--- src/rtl/core/rxmp32_pkg.sv ---
// Shared types, constants and mixing function for the ring xorshift PRNG.
`default_nettype none

package rxmp32_pkg;

	localparam int WORD_W         = 32;
	localparam int COST_W         = 7;
	localparam int RING_WORDS_DEF = 16;

	localparam logic [COST_W-1:0] COST_RESET = 7'd1;

	localparam int SHIFT_A = 3;
	localparam int SHIFT_B = 13;
	localparam int SHIFT_T = 7;

	localparam logic OP_PULL = 1'b0;
	localparam logic OP_PUSH = 1'b1;

	typedef enum logic [2:0] {
		ST_CLEAR,
		ST_IDLE,
		ST_RDA,
		ST_MIX,
		ST_MUL,
		ST_SUM
	} state_t;

	// new front word from front word a and back word b
	function automatic logic [WORD_W-1:0] mix_word(input logic [WORD_W-1:0] a,
		input logic [WORD_W-1:0] b);
		logic [WORD_W-1:0] t;
		t = a ^ (a >> SHIFT_A);
		return (b ^ (b << SHIFT_B)) ^ (t ^ (t << SHIFT_T));
	endfunction

endpackage

`default_nettype wire

--- src/rtl/core/ring_xorshift_mix_prng32.sv ---
// Top level of the ring xorshift PRNG: stream ports, round count register, core and ring.
`default_nettype none

// 32-bit generator over a ring of RING_WORDS words held in one synchronous RAM.
// tuser selects the word kind: 0 pulls a random word (one output word), 1 absorbs
// the tdata block over cost_rounds rounds (no output word); a push with cost_rounds
// 0 is taken and leaves the ring as it is. A pull waits until the output register
// is free before it gives its word. The single RAM read port reads the back word
// and then the front word; the words are mixed, with a pull writing the mixed word
// back, and then multiplied, and each push round mixes, multiplies and adds.
// The output word sits in a register, so the next word is taken while it waits.
// After reset the RAM is cleared, one word a cycle, before the first word is
// taken; cost_rounds writes are taken at any time.
module ring_xorshift_mix_prng32 #(
	parameter int RING_WORDS = rxmp32_pkg::RING_WORDS_DEF
) (
	input  wire logic                          clk,
	input  wire logic                          arst_n,
	input  wire logic                          cfg_wr_en,
	input  wire logic [rxmp32_pkg::COST_W-1:0] cfg_wr_data,   // cost_rounds
	input  wire logic                          s_axis_tvalid,
	output logic                               s_axis_tready,
	input  wire logic [rxmp32_pkg::WORD_W-1:0] s_axis_tdata,  // block
	input  wire logic                          s_axis_tuser,  // operation
	output logic                               m_axis_tvalid,
	input  wire logic                          m_axis_tready,
	output logic      [rxmp32_pkg::WORD_W-1:0] m_axis_tdata   // random_word
);

	localparam int AW = $clog2(RING_WORDS);

	logic [rxmp32_pkg::COST_W-1:0] cost_q;
	logic                          wr_en;
	logic [AW-1:0]                 wr_addr, rd_addr;
	logic [rxmp32_pkg::WORD_W-1:0] wr_data, rd_data;

	always_ff @(posedge clk or negedge arst_n) begin
		if (!arst_n) begin
			cost_q <= rxmp32_pkg::COST_RESET;
		end else if (cfg_wr_en) begin
			cost_q <= cfg_wr_data;
		end
	end

	rxmp32_ctrl #(
		.WORDS(RING_WORDS),
		.AW   (AW)
	) u_ctrl (
		.clk        (clk),
		.arst_n     (arst_n),
		.cost_rounds(cost_q),
		.in_valid   (s_axis_tvalid),
		.in_ready   (s_axis_tready),
		.in_op      (s_axis_tuser),
		.in_block   (s_axis_tdata),
		.out_valid  (m_axis_tvalid),
		.out_ready  (m_axis_tready),
		.out_word   (m_axis_tdata),
		.wr_en      (wr_en),
		.wr_addr    (wr_addr),
		.wr_data    (wr_data),
		.rd_addr    (rd_addr),
		.rd_data    (rd_data)
	);

	rxmp32_ring #(
		.WORDS(RING_WORDS),
		.AW   (AW)
	) u_ring (
		.clk    (clk),
		.wr_en  (wr_en),
		.wr_addr(wr_addr),
		.wr_data(wr_data),
		.rd_addr(rd_addr),
		.rd_data(rd_data)
	);

endmodule

`default_nettype wire

--- src/rtl/core/rxmp32_ring.sv ---
// Ring word memory: one write port, one read port, registered read data.
`default_nettype none

module rxmp32_ring #(
	parameter int WORDS = rxmp32_pkg::RING_WORDS_DEF,
	parameter int AW    = $clog2(WORDS)
) (
	input  wire logic                          clk,
	input  wire logic                          wr_en,
	input  wire logic [AW-1:0]                 wr_addr,
	input  wire logic [rxmp32_pkg::WORD_W-1:0] wr_data,
	input  wire logic [AW-1:0]                 rd_addr,
	output logic      [rxmp32_pkg::WORD_W-1:0] rd_data
);

	logic [rxmp32_pkg::WORD_W-1:0] mem [WORDS];

	always_ff @(posedge clk) begin
		if (wr_en) begin
			mem[wr_addr] <= wr_data;
		end
	end

	always_ff @(posedge clk) begin
		rd_data <= mem[rd_addr];
	end

endmodule

`default_nettype wire

--- src/rtl/core/rxmp32_ctrl.sv ---
// Sequencer and datapath: reads, mixes and writes back ring words, holds the output word.
`default_nettype none

module rxmp32_ctrl #(
	parameter int WORDS = rxmp32_pkg::RING_WORDS_DEF,
	parameter int AW    = $clog2(WORDS)
) (
	input  wire logic                          clk,
	input  wire logic                          arst_n,
	input  wire logic [rxmp32_pkg::COST_W-1:0] cost_rounds,
	input  wire logic                          in_valid,
	output logic                               in_ready,
	input  wire logic                          in_op,
	input  wire logic [rxmp32_pkg::WORD_W-1:0] in_block,
	output logic                               out_valid,
	input  wire logic                          out_ready,
	output logic      [rxmp32_pkg::WORD_W-1:0] out_word,
	output logic                               wr_en,
	output logic      [AW-1:0]                 wr_addr,
	output logic      [rxmp32_pkg::WORD_W-1:0] wr_data,
	output logic      [AW-1:0]                 rd_addr,
	input  wire logic [rxmp32_pkg::WORD_W-1:0] rd_data
);

	localparam logic [AW-1:0] LAST_IDX = AW'(WORDS - 1);

	rxmp32_pkg::state_t state_q, state_nx;

	logic [AW-1:0]                   front_q;
	logic [AW-1:0]                   clr_q;
	logic [rxmp32_pkg::COST_W-1:0]   rounds_q;
	logic                            op_q;
	logic                            first_q;
	logic                            out_valid_q;
	logic [rxmp32_pkg::WORD_W-1:0]   blk_q, b_q, a_q, c_q, s_q, prod_q, out_word_q;

	logic [AW-1:0]                   back_idx, next_idx;
	logic [rxmp32_pkg::WORD_W-1:0]   a_cur, c_new, s_new, mul, sum_new;
	logic                            accept, out_free;

	assign back_idx = (front_q == '0) ? LAST_IDX : front_q - 1'b1;
	assign next_idx = (front_q == LAST_IDX) ? '0 : front_q + 1'b1;
	assign a_cur    = first_q ? rd_data : a_q;
	assign c_new    = rxmp32_pkg::mix_word(a_cur, b_q);
	assign s_new    = a_cur + b_q + 32'd1;
	assign mul      = s_q * c_q;
	assign sum_new  = b_q + blk_q + prod_q;
	assign accept   = in_valid && in_ready;
	assign out_free = !out_valid_q || out_ready;

	assign out_valid = out_valid_q;
	assign out_word  = out_word_q;

	// next state
	always_comb begin
		state_nx = state_q;
		case (state_q)
			rxmp32_pkg::ST_CLEAR: begin
				if (clr_q == LAST_IDX) state_nx = rxmp32_pkg::ST_IDLE;
			end
			rxmp32_pkg::ST_IDLE: begin
				if (accept && (in_op == rxmp32_pkg::OP_PULL || cost_rounds != '0)) begin
					state_nx = rxmp32_pkg::ST_RDA;
				end
			end
			rxmp32_pkg::ST_RDA: state_nx = rxmp32_pkg::ST_MIX;
			rxmp32_pkg::ST_MIX: state_nx = rxmp32_pkg::ST_MUL;
			rxmp32_pkg::ST_MUL: begin
				if (op_q == rxmp32_pkg::OP_PUSH) state_nx = rxmp32_pkg::ST_SUM;
				else if (out_free) state_nx = rxmp32_pkg::ST_IDLE;
			end
			rxmp32_pkg::ST_SUM: begin
				if (rounds_q == 7'd1) state_nx = rxmp32_pkg::ST_IDLE;
				else state_nx = rxmp32_pkg::ST_MIX;
			end
			default: state_nx = rxmp32_pkg::ST_IDLE;
		endcase
	end

	// memory port and handshake
	always_comb begin
		in_ready = 1'b0;
		rd_addr  = front_q;
		wr_en    = 1'b0;
		wr_addr  = front_q;
		wr_data  = c_new;
		case (state_q)
			rxmp32_pkg::ST_CLEAR: begin
				wr_en   = 1'b1;
				wr_addr = clr_q;
				wr_data = '0;
			end
			rxmp32_pkg::ST_IDLE: begin
				in_ready = 1'b1;
				rd_addr  = back_idx;
			end
			rxmp32_pkg::ST_MIX: begin
				wr_en = (op_q == rxmp32_pkg::OP_PULL);
			end
			rxmp32_pkg::ST_SUM: begin
				wr_en   = 1'b1;
				wr_data = sum_new;
			end
			default: ;
		endcase
	end

	always_ff @(posedge clk or negedge arst_n) begin
		if (!arst_n) begin
			state_q     <= rxmp32_pkg::ST_CLEAR;
			front_q     <= '0;
			clr_q       <= '0;
			rounds_q    <= '0;
			op_q        <= rxmp32_pkg::OP_PULL;
			first_q     <= 1'b0;
			out_valid_q <= 1'b0;
		end else begin
			state_q <= state_nx;
			if (state_q == rxmp32_pkg::ST_CLEAR) clr_q <= clr_q + 1'b1;
			if (accept) begin
				op_q     <= in_op;
				rounds_q <= cost_rounds;
			end
			if (state_q == rxmp32_pkg::ST_RDA) first_q <= 1'b1;
			if (state_q == rxmp32_pkg::ST_MIX) begin
				first_q <= 1'b0;
				if (op_q == rxmp32_pkg::OP_PULL) front_q <= next_idx;
			end
			if (state_q == rxmp32_pkg::ST_SUM) rounds_q <= rounds_q - 1'b1;
			if (state_q == rxmp32_pkg::ST_MUL && op_q == rxmp32_pkg::OP_PULL && out_free) begin
				out_valid_q <= 1'b1;
			end else if (out_ready) begin
				out_valid_q <= 1'b0;
			end
		end
	end

	always_ff @(posedge clk) begin
		if (accept) blk_q <= in_block;
		if (state_q == rxmp32_pkg::ST_RDA) b_q <= rd_data;
		if (state_q == rxmp32_pkg::ST_MIX) begin
			c_q <= c_new;
			s_q <= s_new;
		end
		if (state_q == rxmp32_pkg::ST_MUL) begin
			prod_q <= mul;
			if (op_q == rxmp32_pkg::OP_PULL && out_free) out_word_q <= mul;
		end
		// next push round mixes the word just written, no reread
		if (state_q == rxmp32_pkg::ST_SUM) a_q <= sum_new;
	end

	a_no_wr_idle: assert property (@(posedge clk) disable iff (!arst_n)
		(state_q == rxmp32_pkg::ST_IDLE || state_q == rxmp32_pkg::ST_RDA) |-> !wr_en)
		else $error("ring write outside a write state");

	a_front_move: assert property (@(posedge clk) disable iff (!arst_n)
		(front_q != $past(front_q)) |->
		($past(state_q) == rxmp32_pkg::ST_MIX && $past(op_q) == rxmp32_pkg::OP_PULL))
		else $error("front moved outside a pull");

	a_out_src: assert property (@(posedge clk) disable iff (!arst_n)
		$rose(out_valid_q) |-> ($past(state_q) == rxmp32_pkg::ST_MUL &&
		$past(op_q) == rxmp32_pkg::OP_PULL))
		else $error("output word not from a pull");

	a_rounds: assert property (@(posedge clk) disable iff (!arst_n)
		(state_q == rxmp32_pkg::ST_SUM) |-> (rounds_q != '0))
		else $error("push round with no rounds left");

endmodule

`default_nettype wire
--- config.mk ---
export PLATFORM = sky130hd
export DESIGN_NAME = ring_xorshift_mix_prng32
export DESIGN_NICKNAME = d
export VERILOG_FILES = /design/src/rtl/core/rxmp32_pkg.sv /design/src/rtl/core/ring_xorshift_mix_prng32.sv /design/src/rtl/core/rxmp32_ring.sv /design/src/rtl/core/rxmp32_ctrl.sv
export SDC_FILE = /design/constraint.sdc
export NUM_CORES = 2
export LEC_CHECK = 0
export CORE_MARGIN = 2
export CORE_UTILIZATION = 65
export DETAILED_ROUTE_END_ITERATION = 8
export DONT_BUFFER_PORTS = 1
export PLACE_DENSITY = 0.81
export SETUP_SLACK_MARGIN = 0.2
export SYNTH_ARGS = -nofsm -noshare
export SYNTH_HDL_FRONTEND = slang
export SYNTH_SLANG_ARGS = --single-unit
--- constraint.sdc ---
create_clock -name clk -period 7.9 [get_ports clk]
set_input_delay 0.79 -clock clk [delete_from_list [all_inputs] [get_ports clk]]
set_output_delay 0.79 -clock clk [all_outputs]
set_load 0.01 [all_outputs]
==> results_dict.tcl <==
set metrics [dict create \
    drt_iter0_drc 2886 \
    io_pins 79 \
    hold-path-cell-count 0 \
    yosys_warnings 0 \
    rsz0062_at_grt "false" \
    finalHoldViolations 0 \
    start_util_pct 65.4 \
    netlist_top_cells_count "736 x edfxtp_1, 447 x inv_1, 441 x fa_1" \
    timing.rr.start "u_ctrl.c_q[4]$_DFFE_PN_" \
    dp_cells 4593 \
    maxCapViolCount 0 \
    slew_viol_final 0 \
    cts_made_buffers 81 \
    num_rows 101 \
    stdcell_count 4765 \
    met3WireLength_um 10400 \
    clock_skew_ns 0.0381 \
    endpoint_kind "flip-flop" \
    hpwl_um 80400 \
    final_layout_size_suffix_gt1_share_pct 10.7 \
    path_clk_slew_ns 0.06 \
    core_mm2 0.0756 \
    antenna_found_initial 10 \
    worstPathRequired_ns 8.27 \
    pre_cts_slack_ns 0.356 \
    nets 4389 \
    outcome "finished clean" \
    synth.distinct_cells 82 \
    clock_tree.root_cell "clkbuf_16" \
    die-area_mm2 0.0783 \
    cp_data_arrival_time_ns 7.76 \
    synth.most_common_cell "edfxtp_1" \
    gp_congestion 0.954 \
    synth_area_leaders "edfxtp_1 45%, fa_1 18%, mux4_2 5.8%" \
    synth-xor-area-share_pct 4.43 \
    synth-edff-count 736 \
    port_buffers 0 \
    setup.worst_path.class "reg -> reg" \
    layout_setup_ws_ns 0.515 \
    grt_usage_pct 31.8 \
    grt_max_degree 129 \
    synth_simple_gate_area_share_pct 9.13 \
    async_flop_share_pct 3.52 \
    setup_viol 0 \
    r2r_end "u_ctrl.prod_q[31]$_DFFE_PN_" \
    timing.final.crit_share_pct 93.5 \
    timing.fmax_mhz 135 \
    cts_buffer_depth 3 \
    syn-instance-count 3682 \
    route.detailed.drc 0 \
    fin_tns_setup_ns 0 \
    wire_per_inst_um 25.2 \
    cts_tree "built" \
    die_w_um 280 \
    startpoint_type "flip-flop" \
    grt_pass1_vias 30800 \
    hold_path_class "in -> reg" \
    yosys_register_bits 796 \
    syn_to_final_growth_pct 8.70 \
    clk_latency_ns 0.65 \
    met2_length_um 59300 \
    synthMuxAreaShare_pct 6.67 \
    synthesis.nets 4357 \
    synth_fa_ha_area_share_pct 22.6 \
    hold_path_end "u_ctrl.blk_q[25]$_DFFE_PP_" \
    grt_pass1_wl_um 185000 \
    reg2reg_slack_ns 0.52 \
    grt_overflow 0 \
    num_vias 29500 \
    cts_sinks 796 \
    synth_area_mm2 0.0494 \
    maxSlewHeadroom_pct 30.0 \
    top_layer_used "met5" \
    yosysSeqAreaShare_pct 47.4 \
    ys.flop_type "edfxtp_1" \
    synth_top_area_share_pct 44.7 \
    tightest_slew_ns 1.05 \
    ant_nets 0 \
    cts_max_level 3 \
    avgSynthCellArea_um2 13.4 \
    synth_top_area_cell "edfxtp_1" \
    dr.pass1.iters 5 \
    min_period_ns 7.38 \
    wl_met1_um 45300 \
    holdCritStartpoint "s_axis_tdata[25]" \
    wl_um 120000 \
    crit_path_max_fanout 16 \
    viasPerCell 6.19 \
    synth-compound-area-share_pct 4.93 \
    die_h_um 280 \
    synth_top_family_by_area "adder cells" \
    r2r_cells 22 \
]
[kinds of logic after synthesis]
family,after synthesis
AO/OA/AOI/OAI,353
flip-flops,796
XOR/XNOR,250
adder cells (fa/ha/maj),630
AND/OR/NAND/NOR,890
multiplexers,168
buffers and inverters,595
[sequential cells by signal, indices dropped and copies added (netlist names), 3 cells and up]
name and cells:
u_ctrl.state_q 3, u_ctrl.front_q 4, u_ctrl.rounds_q 7, u_ctrl.s_q 32, u_ctrl.c_q 32, cost_q 7
u_ctrl.blk_q 32, u_ring.mem 512, u_ctrl.a_q 32, u_ctrl.prod_q 32, u_ring.rd_data 32, u_ctrl.b_q 32
u_ctrl.clr_q 4, u_ctrl.out_word 32
[worst max-delay path by stage]
stage / start / endpoint / slack, ns / cells past startpoint
finish: u_ctrl.c_q[4]$_DFFE_PN_ / u_ctrl.prod_q[31]$_DFFE_PN_ / 0.52 / 22
global route: u_ctrl.s_q[8]$_DFFE_PN_ / u_ctrl.prod_q[30]$_DFFE_PN_ / 0.20 / 23
CTS: u_ctrl.c_q[6]$_DFFE_PN_ / u_ctrl.out_word[31]$_DFFE_PP_ / 0.39 / 22
detailed placement: u_ctrl.c_q[6]$_DFFE_PN_ / u_ctrl.out_word[31]$_DFFE_PP_ / 0.36 / 22
global placement: u_ctrl.c_q[8]$_DFFE_PN_ / u_ctrl.out_word[31]$_DFFE_PP_ / 0.55 / 23
floorplan: u_ctrl.s_q[12]$_DFFE_PN_ / u_ctrl.out_word[31]$_DFFE_PP_ / 0.98 / 24
[stage by stage]
step                      hold WS [ns]  area (um^2)  util [%]
after floorplan                  0.403        49400         -
after global placement           0.416        50800      67.2
after detailed placement         0.426        50800      67.2
after CTS                        0.211        53600      70.9
after global routing             0.216        53700      71.1
final                            0.238        53700      71.1
[placed cells by master, fill, tap and decap left out, types with 81 or more instances in the layout]
cell       instances
clkbuf_16         81
xnor2_1          202
ha_1             189
buf_4             93
and2_1           361
nand2_1          334
inv_1            444
edfxtp_1         736
mux4_2           128
fa_1             441
[worst max-delay path: stages (launching register included)]
cell and delay, ns:
edfxtp_1 0.60, buf_4 0.29, and2_1 0.16, fa_1 0.48, inv_1 0.05, fa_1 0.49
fa_1 0.45, fa_1 0.54, inv_1 0.05, fa_1 0.48, fa_1 0.56, fa_1 0.44
fa_1 0.46, ha_1 0.36, a21o_1 0.20, a21o_1 0.17, a21oi_1 0.19, a21oi_1 0.11
a21o_1 0.24, o41ai_2 0.32, o21ai_0 0.18, a21oi_1 0.20, xnor2_1 0.10
[routing by layer]
| layer | up-vias | GRT usage [%] |
|---|---|---|
| met5 | - | 0 |
| met4 | 8 | 12.2 |
| met2 | 1383 | 53.1 |
| li1 | 12700 | - |
| met3 | 303 | 5.28 |
| met1 | 15100 | 42.3 |
[what timing repair did]
action,4_1_cts,5_1_grt
setup endpoints to repair,0,6
endpoints found under the hold margin,28,0
hold buffers,2,0
setup buffers,0,14
gates resized for setup,0,1
[layout make-up]
class / count / area [um^2]
multi-input combinational: 2291 / 23800
sequential: 796 / 23400
fill: 4835 / 21800
clock buffer: 104 / 2140
inverter: 447 / 1680
tap: 978 / 1220
timing repair buffer: 97 / 768
clock inverter: 46 / 617
antenna: 6 / 15.0
Power is left out: the tool's default activity adds up to more than one toggle a clock period on the data nets, which glitch-free logic cannot reach.
